<file path="config.mk">
export PLATFORM = sky130hd
export DESIGN_NAME = byte_stuffed_frame_receiver_flat
export DESIGN_NICKNAME = d
export VERILOG_FILES = /design/src/bsfr_pkg.sv /design/src/bsfr_intf.sv /design/src/byte_stuffed_frame_receiver.sv /design/src/flat_wrapper.sv
export SDC_FILE = /design/constraint.sdc
export NUM_CORES = 1
export LEC_CHECK = 0
export BUFFER_PORTS_ARGS = -buffer_cell sky130_fd_sc_hd__buf_2
export CAP_MARGIN = 25
export CORE_MARGIN = 4
export CORE_UTILIZATION = 40
export CTS_CLUSTER_DIAMETER = 50
export CTS_CLUSTER_SIZE = 30
export DETAILED_ROUTE_END_ITERATION = 16
export SYNTH_ARGS = -nofsm -noshare
export SYNTH_HDL_FRONTEND = slang
export SYNTH_SLANG_ARGS = --single-unit
export TNS_END_PERCENT = 20
</file>
<file path="constraint.sdc">
create_clock -name clk_i -period 4.5 [get_ports clk_i]
set_clock_uncertainty 0.1 [all_clocks]
set_input_delay 0.225 -clock clk_i [delete_from_list [all_inputs] [get_ports clk_i]]
set_output_delay 0.225 -clock clk_i [all_outputs]
set_load 0.005 [all_outputs]
</file>
<file path="src/bsfr_pkg.sv">
// ----------------------------------------------------------------------------
// bsfr_pkg
// Types, constants and the CRC-16/X.25 byte update for the frame receiver.
// ----------------------------------------------------------------------------
package bsfr_pkg;

  localparam int unsigned MAX_FRAME_LEN = 64;
  localparam int unsigned STORE_CAP     = MAX_FRAME_LEN - 2;
  localparam int unsigned STORE_AW      = (STORE_CAP > 1) ? $clog2(STORE_CAP) : 1;
  localparam int unsigned LEN_W         = 8;
  localparam int unsigned CNT_W         = $clog2(MAX_FRAME_LEN + 1);

  localparam int unsigned CFG_IDX_W     = 8;
  localparam int unsigned CFG_DATA_W    = 7;

  localparam logic [7:0]  HDR_BYTE      = 8'hF5;
  localparam logic [7:0]  ESC_BYTE      = 8'h55;
  localparam logic [15:0] CRC_POLY      = 16'h8408;
  localparam logic [15:0] CRC_INIT      = 16'hFFFF;
  localparam int unsigned CHECK_SEL_BIT = 6;

  localparam logic [CFG_IDX_W-1:0]  REG_MIN_LEN   = CFG_IDX_W'(0);
  localparam logic [CFG_IDX_W-1:0]  REG_MAX_LEN   = CFG_IDX_W'(1);
  localparam logic [CFG_DATA_W-1:0] MIN_LEN_RESET = CFG_DATA_W'(2);
  localparam logic [CFG_DATA_W-1:0] MAX_LEN_RESET = CFG_DATA_W'(64);

  typedef enum logic [2:0] {
    PH_HEAD1,
    PH_HEAD2,
    PH_CTL,
    PH_LEN,
    PH_LOAD,
    PH_DRAIN
  } phase_e;

  function automatic logic [15:0] crc_feed(logic [15:0] crc, logic [7:0] b);
    logic [15:0] c;
    c = crc ^ {8'h00, b};
    for (int k = 0; k < 8; k++) begin
      if (c[0]) begin
        c = (c >> 1) ^ CRC_POLY;
      end else begin
        c = c >> 1;
      end
    end
    return c;
  endfunction

endpackage

</file>
<file path="src/bsfr_intf.sv">
// ----------------------------------------------------------------------------
// bsfr interfaces
// Valid/ready channels: received bytes, payload bytes, register writes.
// ----------------------------------------------------------------------------
interface bsfr_rx_if;
  logic       valid;
  logic       ready;
  logic [7:0] rx_byte;
  modport source (output valid, output rx_byte, input ready);
  modport sink   (input valid, input rx_byte, output ready);
endinterface

interface bsfr_pay_if;
  logic       valid;
  logic       ready;
  logic [7:0] payload_byte;
  logic       last;
  modport source (output valid, output payload_byte, output last, input ready);
  modport sink   (input valid, input payload_byte, input last, output ready);
endinterface

interface bsfr_cfg_if;
  logic                               valid;
  logic                               ready;
  logic [bsfr_pkg::CFG_IDX_W-1:0]     index;
  logic [bsfr_pkg::CFG_DATA_W-1:0]    data;
  modport source (output valid, output index, output data, input ready);
  modport sink   (input valid, input index, input data, output ready);
endinterface

</file>
<file path="src/byte_stuffed_frame_receiver.sv">
// ----------------------------------------------------------------------------
// byte_stuffed_frame_receiver
// Deframes F5 F5 / ctl / len / stuffed load, checks CRC-16/X.25 or XOR BCC,
// and plays the payload of a good frame out of the payload RAM.
// ----------------------------------------------------------------------------
//  channel  dir  beat                  accepted when
//  rx_i     in   rx_byte               valid && ready
//  pay_o    out  payload_byte, last    valid && ready
//  cfg_i    in   index, data           valid && ready (always ready)
//
// One raw byte per cycle while parsing; rx_i.ready is high in every phase but
// read-out. After a good frame the RAM is read one entry a cycle while pay_o does
// not stall, through a registered read port into the output register, and
// rx_i is held off until the last byte sits in the output register.
// Reset is asynchronous; no RAM clearing is needed.
// ----------------------------------------------------------------------------
module byte_stuffed_frame_receiver (
  input  logic           clk_i,
  input  logic           rst_ni,
  bsfr_rx_if.sink        rx_i,
  bsfr_pay_if.source     pay_o,
  bsfr_cfg_if.sink       cfg_i
);

  bsfr_pkg::phase_e phase_q, phase_d;

  logic [bsfr_pkg::CFG_DATA_W-1:0] min_q, max_q;
  logic [bsfr_pkg::LEN_W-1:0]      len_q, len_d;
  logic [7:0]                      ctl_q, ctl_d;
  logic [bsfr_pkg::CNT_W-1:0]      cnt_q, cnt_d;
  logic                            esc_q, esc_d;
  logic [15:0]                     crc_q, crc_d;
  logic [7:0]                      bcc_q, bcc_d;
  logic [15:0]                     crc_at_q, crc_at_d;
  logic [7:0]                      bcc_at_q, bcc_at_d;
  logic [15:0]                     chk_q, chk_d;

  logic [bsfr_pkg::CNT_W-1:0]      rd_ptr_q, rd_ptr_d;
  logic                            pend_q, pend_d;
  logic                            pend_last_q;
  logic [7:0]                      rdata_q;
  logic                            out_valid_q, out_valid_d;
  logic [7:0]                      out_byte_q;
  logic                            out_last_q;

  logic [7:0] mem [bsfr_pkg::STORE_CAP];

  logic                        fire;
  logic [7:0]                  b;
  logic [15:0]                 crc_fed;
  logic [7:0]                  bcc_fed;
  logic                        len_ok;
  logic                        take_en;
  logic [7:0]                  take_val;
  logic [bsfr_pkg::LEN_W-1:0]  plen;
  logic [bsfr_pkg::LEN_W:0]    cnt_inc;
  logic                        in_load_part;
  logic [15:0]                 chk_new;
  logic                        check_ok;
  logic                        frame_end;
  logic                        frame_good;
  logic                        bad_esc;
  logic                        mem_we;
  logic                        out_free;
  logic                        pop;
  logic                        issue;

  // ---------------------------------------------------------------- parse
  always_comb begin
    b            = rx_i.rx_byte;
    fire         = rx_i.valid && rx_i.ready;
    crc_fed      = bsfr_pkg::crc_feed((phase_q == bsfr_pkg::PH_HEAD1) ? bsfr_pkg::CRC_INIT
                                                                       : crc_q, b);
    bcc_fed      = ((phase_q == bsfr_pkg::PH_HEAD1) ? 8'h00 : bcc_q) ^ b;
    len_ok       = (b >= {1'b0, min_q}) && (b <= {1'b0, max_q}) && (b >= 8'd2) &&
                   (b <= bsfr_pkg::LEN_W'(bsfr_pkg::MAX_FRAME_LEN));
    bad_esc      = fire && (phase_q == bsfr_pkg::PH_LOAD) && esc_q && (b != bsfr_pkg::ESC_BYTE);
    take_en      = fire && (phase_q == bsfr_pkg::PH_LOAD) &&
                   (esc_q ? (b == bsfr_pkg::ESC_BYTE) : (b != bsfr_pkg::HDR_BYTE));
    take_val     = esc_q ? bsfr_pkg::HDR_BYTE : b;
    plen         = len_q - bsfr_pkg::LEN_W'(2);
    cnt_inc      = (bsfr_pkg::LEN_W + 1)'(cnt_q) + (bsfr_pkg::LEN_W + 1)'(1);
    in_load_part = bsfr_pkg::LEN_W'(cnt_q) < plen;
    chk_new      = in_load_part ? chk_q : {chk_q[7:0], take_val};
    check_ok     = ctl_q[bsfr_pkg::CHECK_SEL_BIT] ? (chk_new[15:8] == bcc_at_q)
                                                  : (chk_new == ~crc_at_q);
    frame_end    = take_en && (cnt_inc == {1'b0, len_q});
    frame_good   = frame_end && check_ok && (plen != '0);
    mem_we       = take_en && in_load_part &&
                   (bsfr_pkg::LEN_W'(cnt_q) < bsfr_pkg::LEN_W'(bsfr_pkg::STORE_CAP));
  end

  always_comb begin
    len_d    = len_q;
    ctl_d    = ctl_q;
    cnt_d    = cnt_q;
    esc_d    = esc_q;
    crc_d    = crc_q;
    bcc_d    = bcc_q;
    crc_at_d = crc_at_q;
    bcc_at_d = bcc_at_q;
    chk_d    = chk_q;
    if (fire) begin
      case (phase_q)
        bsfr_pkg::PH_HEAD1: begin
          if (b == bsfr_pkg::HDR_BYTE) begin
            crc_d = crc_fed;
            bcc_d = bcc_fed;
            chk_d = '0;
            cnt_d = '0;
            esc_d = 1'b0;
          end
        end
        bsfr_pkg::PH_HEAD2: begin
          if (b == bsfr_pkg::HDR_BYTE) begin
            crc_d = crc_fed;
            bcc_d = bcc_fed;
          end else begin
            cnt_d = '0;
            esc_d = 1'b0;
          end
        end
        bsfr_pkg::PH_CTL: begin
          ctl_d = b;
          crc_d = crc_fed;
          bcc_d = bcc_fed;
        end
        bsfr_pkg::PH_LEN: begin
          cnt_d = '0;
          esc_d = 1'b0;
          if (len_ok) begin
            len_d = b;
            crc_d = crc_fed;
            bcc_d = bcc_fed;
            if (b == 8'd2) begin
              crc_at_d = crc_fed;
              bcc_at_d = bcc_fed;
            end
          end
        end
        bsfr_pkg::PH_LOAD: begin
          crc_d = crc_fed;
          bcc_d = bcc_fed;
          if (bad_esc) begin
            cnt_d = '0;
            esc_d = 1'b0;
          end else if (take_en) begin
            esc_d = 1'b0;
            chk_d = chk_new;
            if (frame_end) begin
              cnt_d = '0;
            end else begin
              cnt_d = bsfr_pkg::CNT_W'(cnt_inc);
              if ((cnt_inc + (bsfr_pkg::LEN_W + 1)'(2)) == {1'b0, len_q}) begin
                crc_at_d = crc_fed;
                bcc_at_d = bcc_fed;
              end
            end
          end else begin
            esc_d = 1'b1;
          end
        end
        bsfr_pkg::PH_DRAIN: begin
        end
        default: begin
          cnt_d = '0;
          esc_d = 1'b0;
        end
      endcase
    end
  end

  // ----------------------------------------------------------- next phase
  always_comb begin
    phase_d = phase_q;
    case (phase_q)
      bsfr_pkg::PH_HEAD1: begin
        if (fire && (b == bsfr_pkg::HDR_BYTE)) phase_d = bsfr_pkg::PH_HEAD2;
      end
      bsfr_pkg::PH_HEAD2: begin
        if (fire) phase_d = (b == bsfr_pkg::HDR_BYTE) ? bsfr_pkg::PH_CTL : bsfr_pkg::PH_HEAD1;
      end
      bsfr_pkg::PH_CTL: begin
        if (fire) phase_d = bsfr_pkg::PH_LEN;
      end
      bsfr_pkg::PH_LEN: begin
        if (fire) phase_d = len_ok ? bsfr_pkg::PH_LOAD : bsfr_pkg::PH_HEAD1;
      end
      bsfr_pkg::PH_LOAD: begin
        if (bad_esc) begin
          phase_d = bsfr_pkg::PH_HEAD1;
        end else if (frame_end) begin
          phase_d = frame_good ? bsfr_pkg::PH_DRAIN : bsfr_pkg::PH_HEAD1;
        end
      end
      bsfr_pkg::PH_DRAIN: begin
        if (pop && pend_last_q) phase_d = bsfr_pkg::PH_HEAD1;
      end
      default: phase_d = bsfr_pkg::PH_HEAD1;
    endcase
  end

  // ------------------------------------------------------------- read-out
  always_comb begin
    out_free    = !out_valid_q || pay_o.ready;
    pop         = pend_q && out_free;
    issue       = (phase_q == bsfr_pkg::PH_DRAIN) &&
                  (bsfr_pkg::LEN_W'(rd_ptr_q) < plen) && (!pend_q || pop);
    rd_ptr_d    = rd_ptr_q;
    pend_d      = pend_q;
    out_valid_d = out_valid_q;
    if (frame_good) begin
      rd_ptr_d = '0;
    end else if (issue) begin
      rd_ptr_d = rd_ptr_q + bsfr_pkg::CNT_W'(1);
    end
    if (issue) begin
      pend_d = 1'b1;
    end else if (pop) begin
      pend_d = 1'b0;
    end
    if (pop) begin
      out_valid_d = 1'b1;
    end else if (pay_o.ready) begin
      out_valid_d = 1'b0;
    end
  end

  assign rx_i.ready         = (phase_q != bsfr_pkg::PH_DRAIN);
  assign cfg_i.ready        = 1'b1;
  assign pay_o.valid        = out_valid_q;
  assign pay_o.payload_byte = out_byte_q;
  assign pay_o.last         = out_last_q;

  // ------------------------------------------------------------ registers
  always_ff @(posedge clk_i or negedge rst_ni) begin
    if (!rst_ni) begin
      phase_q     <= bsfr_pkg::PH_HEAD1;
      min_q       <= bsfr_pkg::MIN_LEN_RESET;
      max_q       <= bsfr_pkg::MAX_LEN_RESET;
      len_q       <= '0;
      ctl_q       <= '0;
      cnt_q       <= '0;
      esc_q       <= 1'b0;
      crc_q       <= bsfr_pkg::CRC_INIT;
      bcc_q       <= '0;
      crc_at_q    <= bsfr_pkg::CRC_INIT;
      bcc_at_q    <= '0;
      chk_q       <= '0;
      rd_ptr_q    <= '0;
      pend_q      <= 1'b0;
      out_valid_q <= 1'b0;
    end else begin
      phase_q     <= phase_d;
      len_q       <= len_d;
      ctl_q       <= ctl_d;
      cnt_q       <= cnt_d;
      esc_q       <= esc_d;
      crc_q       <= crc_d;
      bcc_q       <= bcc_d;
      crc_at_q    <= crc_at_d;
      bcc_at_q    <= bcc_at_d;
      chk_q       <= chk_d;
      rd_ptr_q    <= rd_ptr_d;
      pend_q      <= pend_d;
      out_valid_q <= out_valid_d;
      if (cfg_i.valid && cfg_i.ready) begin
        case (cfg_i.index)
          bsfr_pkg::REG_MIN_LEN: min_q <= cfg_i.data;
          bsfr_pkg::REG_MAX_LEN: max_q <= cfg_i.data;
          default: ;
        endcase
      end
    end
  end

  // payload RAM, one write port, one registered read port
  always_ff @(posedge clk_i) begin
    if (mem_we) begin
      mem[cnt_q[bsfr_pkg::STORE_AW-1:0]] <= take_val;
    end
    if (issue) begin
      rdata_q     <= mem[rd_ptr_q[bsfr_pkg::STORE_AW-1:0]];
      pend_last_q <= (bsfr_pkg::LEN_W'(rd_ptr_q) == (plen - bsfr_pkg::LEN_W'(1)));
    end
  end

  always_ff @(posedge clk_i) begin
    if (pop) begin
      out_byte_q <= rdata_q;
      out_last_q <= pend_last_q;
    end
  end

endmodule

</file>
<file path="src/flat_wrapper.sv">
// flat-port wrapper written by rule: the top's interface ports become plain ports
module byte_stuffed_frame_receiver_flat 
  (clk_i, rst_ni, rx_i_valid, rx_i_rx_byte, rx_i_ready, pay_o_valid, pay_o_payload_byte, pay_o_last, pay_o_ready, cfg_i_valid, cfg_i_index, cfg_i_data, cfg_i_ready);
  bsfr_rx_if rx_i_i ();
  bsfr_pay_if pay_o_i ();
  bsfr_cfg_if cfg_i_i ();
  input  logic clk_i;
  input  logic rst_ni;
  input wire logic [$bits(rx_i_i.valid)-1:0] rx_i_valid;
  input wire logic [$bits(rx_i_i.rx_byte)-1:0] rx_i_rx_byte;
  output wire logic [$bits(rx_i_i.ready)-1:0] rx_i_ready;
  output wire logic [$bits(pay_o_i.valid)-1:0] pay_o_valid;
  output wire logic [$bits(pay_o_i.payload_byte)-1:0] pay_o_payload_byte;
  output wire logic [$bits(pay_o_i.last)-1:0] pay_o_last;
  input wire logic [$bits(pay_o_i.ready)-1:0] pay_o_ready;
  input wire logic [$bits(cfg_i_i.valid)-1:0] cfg_i_valid;
  input wire logic [$bits(cfg_i_i.index)-1:0] cfg_i_index;
  input wire logic [$bits(cfg_i_i.data)-1:0] cfg_i_data;
  output wire logic [$bits(cfg_i_i.ready)-1:0] cfg_i_ready;
  assign rx_i_i.valid = rx_i_valid;
  assign rx_i_i.rx_byte = rx_i_rx_byte;
  assign rx_i_ready = rx_i_i.ready;
  assign pay_o_valid = pay_o_i.valid;
  assign pay_o_payload_byte = pay_o_i.payload_byte;
  assign pay_o_last = pay_o_i.last;
  assign pay_o_i.ready = pay_o_ready;
  assign cfg_i_i.valid = cfg_i_valid;
  assign cfg_i_i.index = cfg_i_index;
  assign cfg_i_i.data = cfg_i_data;
  assign cfg_i_ready = cfg_i_i.ready;
  byte_stuffed_frame_receiver u_core (.clk_i(clk_i), .rst_ni(rst_ni), .rx_i(rx_i_i), .pay_o(pay_o_i), .cfg_i(cfg_i_i));
endmodule
</file>
==> results by group <==
Synth
  • Flop and latch count out of synthesis: 621
  • Share of async-settable or async-resettable flops after synthesis: around 17%
  • Instance count of the mapped netlist: around 1600
  • Multiplexer fraction of the synthesized cell area: ~16%
  • Synth unique cells: 83
  • Share of the synthesized area in compound gates (AO/OA/AOI/OAI): 3.53%
  • Adder-cell area share of the yosys netlist: around 1.3%
  • Largest family of logic cells by synthesized area: multiplexers
  • Yosys warning total: 0
  • Top FF cell, synth: sky130_fd_sc_hd__edfxtp_1
  • Synthesized net count: about 1700
  • XOR/XNOR share of the synthesized area: between 3 and 4%
  • Simple-Gate Fraction of Synth Area: about 6%
  • Count of flip-flops with a built-in enable after synthesis: approximately 510
  • Fraction of the yosys area taken by sequential cells: between 60 and 70%
  • Post-synthesis cell area: between 0.02 and 0.03 sq mm
  • Average size of a mapped cell: between 15 and 20 sq um

Timing
  • Clock period minus final worst setup slack: ~4 ns
  • Max Freq: around 0.24 GHz
  • Post-route fraction of the period consumed by the critical path: roughly 91%
  • Slew Viols, Final: 0
  • Setup_tns: 0 ns
  • Max-slew headroom: 30.6%
  • Unrepaired setup endpoints after global routing: no
  • Number of setup violations in the final report: 0
  • Hold Fails Final Rpt: 0
  • Slew @ Worst Pin: roughly 1.0 ns

Global route
  • Overflow left after global routing: 0
  • Number of global-route vias before repair: 15100
  • All-layer global routing usage: 18.1%
  • Wire length of the first global-routing pass: 97600 um
  • Largest net degree at the start of global routing: around 130
  • Initial antenna violation count: 3

Pwr
  • Clock power frac: a little over a third
  • Cell leakage power: around 10 nW
  • Sequential power share: between 50% and 60%
  • Switching part of the total power: between 20% and 30%
  • Internal Power: roughly 0.010 W
  • Max VDD drop: roughly 0.25 mV
  • Ratio of total power to cell area: roughly 450 mW/mm^2
  • Sw Pwr: 0.00367 W
  • Combinational share of power: between 10% and 20%

Placement
  • Placed Area: between 0.02 and 0.03 sq mm
  • Port Buf Inserts: 38
  • Global placer's final weighted congestion: about 0.89
  • Final HPWL DP: between 40000 and 50000 um
  • Number of placed cells counting well taps: roughly 2500

Hold path
  • Instance count along the most critical hold path: 3
  • End of the worst hold path: u_core.bcc_q[6]
  • Worst min-delay path category: in -> reg
  • Hold Path Origin: rx_i_rx_byte[6]

Clock network
  • Number of buffers inserted by post-CTS setup repair: 0
  • CTS tree: yes
  • Cell at the root of the clock tree: sky130_fd_sc_hd__clkbuf_16
  • CTS Buf Count: 57
  • H-Tree Level Count: 2
  • Insertion delay of the later-clocked pin in the worst-skew pair: 0.62 ns
  • CTS Sinks: approximately 620
  • Clk pin slew, worst setup/hold paths: around 0.070 ns
  • Deepest clock path buffer count: 3

Worst setup path
  • Cells traversed along the worst timing path: inv_1 > ha_1 > xor2_1 > inv_1 > ha_1 > o21ai_0 > a21oi_1 > o31ai_2 > a2111o_1 > buf_4 > and3_2 > o21ai_0 > nor4b_1 > and4b_2 > nand4bb_1
  • Depth of the most critical reg-to-reg path: 15
  • Start of the worst register-to-register path: u_core.len_q[2]
  • Category of the worst setup path capture point: flop
  • Worst-path cell with the longest stage delay: sky130_fd_sc_hd__and4b_2
  • CP arrival: ~4.6 ns
  • Setup slack of the worst register-to-register path: slightly below 0.4 ns
  • Maximum cell stage delay along the critical path: around 0.45 ns
  • Critical Path Start Type: flop
  • Required time reported for the critical path endpoint: 4.95 ns
  • Worst r2r dst: u_core.phase_q[2]
  • Worst setup path class: reg -> reg
  • Largest driver fanout on the critical path: 13

Floorplanning
  • Area of the die: between 0.07 and 0.08 sq mm
  • CORE AREA: roughly 0.067 sq mm
  • Starting Density: between 40% and 50%
  • Placement Rows: 95
  • Vertical extent of the die: 268 um
  • IO Pins: 40
  • Die boundary width: 268 um

Detailed routing
  • DRT antenna net count: 0
  • Total Routed Length: 64400 um
  • Detailed-route wire length per cell: about 24 um
  • Vias post-DR: ~15000
  • Post-route DRC: 0
  • Via density: approximately 5.5
  • Number of violations reported at the end of detailed-routing iteration 0: ~1200
  • Number of detailed-route iterations in the first pass: 5

Layout
  • Antenna fix cells: 0
  • Share of cells above drive strength 1: 30.2%
  • Area growth from synthesis to layout: 14.5%
  • Post-route cell area: 0.0310 sq mm
  • Count of nets after finishing: ~1800
  • Finished Layout Cells: between 2000 and 3000

Status
  • Status: finished clean

Flow run
  • Maxcap violations: 0
[routing by layer]
layer  vias up  wire [um]  share of wire [%]  GRT usage (%)
met5         -          0                  0              0
met4         0       1280                2.0           4.20
met3        74       3790                5.9           3.17
met2       420      31200                 48           29.5
met1      7683      28100                 44           25.6
li1       6486          -                  -              -
[final cells by class]
class                   count  area, sq um
fillers                  5624        36100
flip-flops and latches    621        18200
multi-input cells         847         8380
clock buffers              64         1460
repair buffers            161         1260
well taps                 873         1090
clock inverters            43          512
inverters                  43          161
[layout by cell type, fill, tap and decap left out, drive strengths merged, types with 4 or more instances in the layout]
cell,n
nor2,120
bufinv,4
clkbuf,64
a21o,9
nand3b,4
o22ai,4
dfrtp,73
mux2i,8
nand4,8
dlygate4sd3,25
buf,136
dfstp,34
inv,64
or3,5
o211ai,6
clkinv,12
a31oi,5
o2111ai,4
o21a,7
xor2,35
clkinvlp,6
and2,5
mux2,66
edfxtp,514
nand2,75
nor4,8
o21ai,44
a21oi,22
xnor2,68
a22o,8
and3,7
nand2b,6
nand3,33
mux4,160
nor3,35
o221a,6
ha,29
nor2b,18
[state kept, by name, indices dropped and copies added, names as in the netlist]
name                       flops
u_core.rdata_q                 8
u_core.chk_q                  16
u_core.pay_o.valid             1
u_core.crc_at_q               16
u_core.max_q                   7
u_core.bcc_q                   8
u_core.len_q                   8
u_core.bcc_at_q                8
u_core.esc_q                   1
u_core.phase_q                 3
u_core.ctl_q                   1
u_core.pay_o.payload_byte      8
u_core.pend_last_q             1
u_core.cnt_q                   7
u_core.crc_q                  16
u_core.pend_q                  1
u_core.min_q                   7
u_core.pay_o.last              1
u_core.mem                   496
u_core.rd_ptr_q                7
[worst max-delay path: cells and delay by family, from the launching register on]
kind / cells / cell delay, ns
AO/OA/AOI/OAI: 5 / 1.05
AND/OR/NAND/NOR: 4 / 1.24
adder cells (fa/ha/maj): 2 / 0.54
XOR/XNOR: 1 / 0.28
flip-flops: 1 / 0.37
buffers and inverters: 3 / 0.43
[synth_stat cells, types with 5 or more instances]
| cell type | instances | area [sq um] |
|---|---|---|
| sky130_fd_sc_hd__a21o_1 | 9 | 67.6 |
| sky130_fd_sc_hd__a21oi_1 | 20 | 100 |
| sky130_fd_sc_hd__a22o_1 | 8 | 70.1 |
| sky130_fd_sc_hd__a31oi_1 | 5 | 31.3 |
| sky130_fd_sc_hd__and3_1 | 5 | 31.3 |
| sky130_fd_sc_hd__buf_1 | 17 | 63.8 |
| sky130_fd_sc_hd__buf_2 | 11 | 55.1 |
| sky130_fd_sc_hd__buf_6 | 7 | 78.8 |
| sky130_fd_sc_hd__clkbuf_1 | 49 | 184 |
| sky130_fd_sc_hd__dfrtp_1 | 73 | 1830 |
| sky130_fd_sc_hd__dfstp_2 | 34 | 893 |
| sky130_fd_sc_hd__edfxtp_1 | 514 | 15400 |
| sky130_fd_sc_hd__ha_1 | 29 | 363 |
| sky130_fd_sc_hd__inv_1 | 42 | 158 |
| sky130_fd_sc_hd__mux2_2 | 66 | 743 |
| sky130_fd_sc_hd__mux2i_1 | 8 | 80.1 |
| sky130_fd_sc_hd__mux4_2 | 160 | 3600 |
| sky130_fd_sc_hd__nand2_1 | 74 | 278 |
| sky130_fd_sc_hd__nand2b_1 | 6 | 37.5 |
| sky130_fd_sc_hd__nand3_1 | 33 | 165 |
| sky130_fd_sc_hd__nand4_1 | 8 | 50.1 |
| sky130_fd_sc_hd__nor2_1 | 120 | 450 |
| sky130_fd_sc_hd__nor2b_1 | 18 | 113 |
| sky130_fd_sc_hd__nor3_1 | 32 | 160 |
| sky130_fd_sc_hd__nor4_1 | 8 | 50.1 |
| sky130_fd_sc_hd__o211ai_1 | 6 | 45.0 |
| sky130_fd_sc_hd__o21a_1 | 7 | 52.6 |
| sky130_fd_sc_hd__o21ai_0 | 43 | 215 |
| sky130_fd_sc_hd__o221a_2 | 6 | 67.6 |
| sky130_fd_sc_hd__xnor2_1 | 66 | 578 |
| sky130_fd_sc_hd__xor2_1 | 35 | 307 |
[stage by stage]
step / total power (W) / hold WS [ns] / worst slack (ns) / util [%]
after global routing: 0.0144 / 0.0180 / 0.0669 / 46.2
final: 0.0138 / 0.0518 / 0.394 / 46.2
after detailed placement: 0.00889 / 0.295 / 0.430 / 42.9
after floorplan: 0.00823 / -0.171 / 0.579 / -
after global placement: 0.00884 / 0.278 / 0.569 / 42.9
after CTS: 0.0139 / 0.00278 / 0.321 / 46.2
[repair_timing]
action                                  4_1_cts  5_1_grt
gates resized for setup                       0        1
endpoints found under the setup margin        0        9
hold buffers                                 25        0
endpoints found under the hold margin        79        0
[logic make-up (layout without fill, tap and decap cells)]
family                     Yosys count  after routing
DFF                                621            621
and+or+nand+nor                    341            341
muxes                              234            234
AOI/OAI and AO/OA                  137            137
buffers and inverters              130            311
xor gates and xnor gates           105            105
adders and majority gates           29             29
other                                1              1
[power by group through the flow]
stage	logic [W]	registers, W	clock network, W
2_1_floorplan	0.00123	0.00700	0
3_3_place_gp	0.00177	0.00706	0
3_5_place_dp	0.00182	0.00707	0
4_1_cts	0.00184	0.00694	0.00516
5_1_grt	0.00202	0.00697	0.00542
6_report	0.00183	0.00694	0.00505
[worst max path at each step]
stage | startpoint | to | depth (start not counted)
finish | u_core.len_q[2] | u_core.phase_q[2] | 15
floorplan | u_core.len_q[1] | u_core.mem[22][0] | 14
global route | u_core.len_q[2] | u_core.rd_ptr_q[2] | 15
CTS | u_core.len_q[2] | u_core.phase_q[2] | 15
detailed placement | u_core.len_q[2] | u_core.phase_q[2] | 15
global placement | u_core.len_q[2] | u_core.phase_q[2] | 15
(Power assumes the default switching activity.)
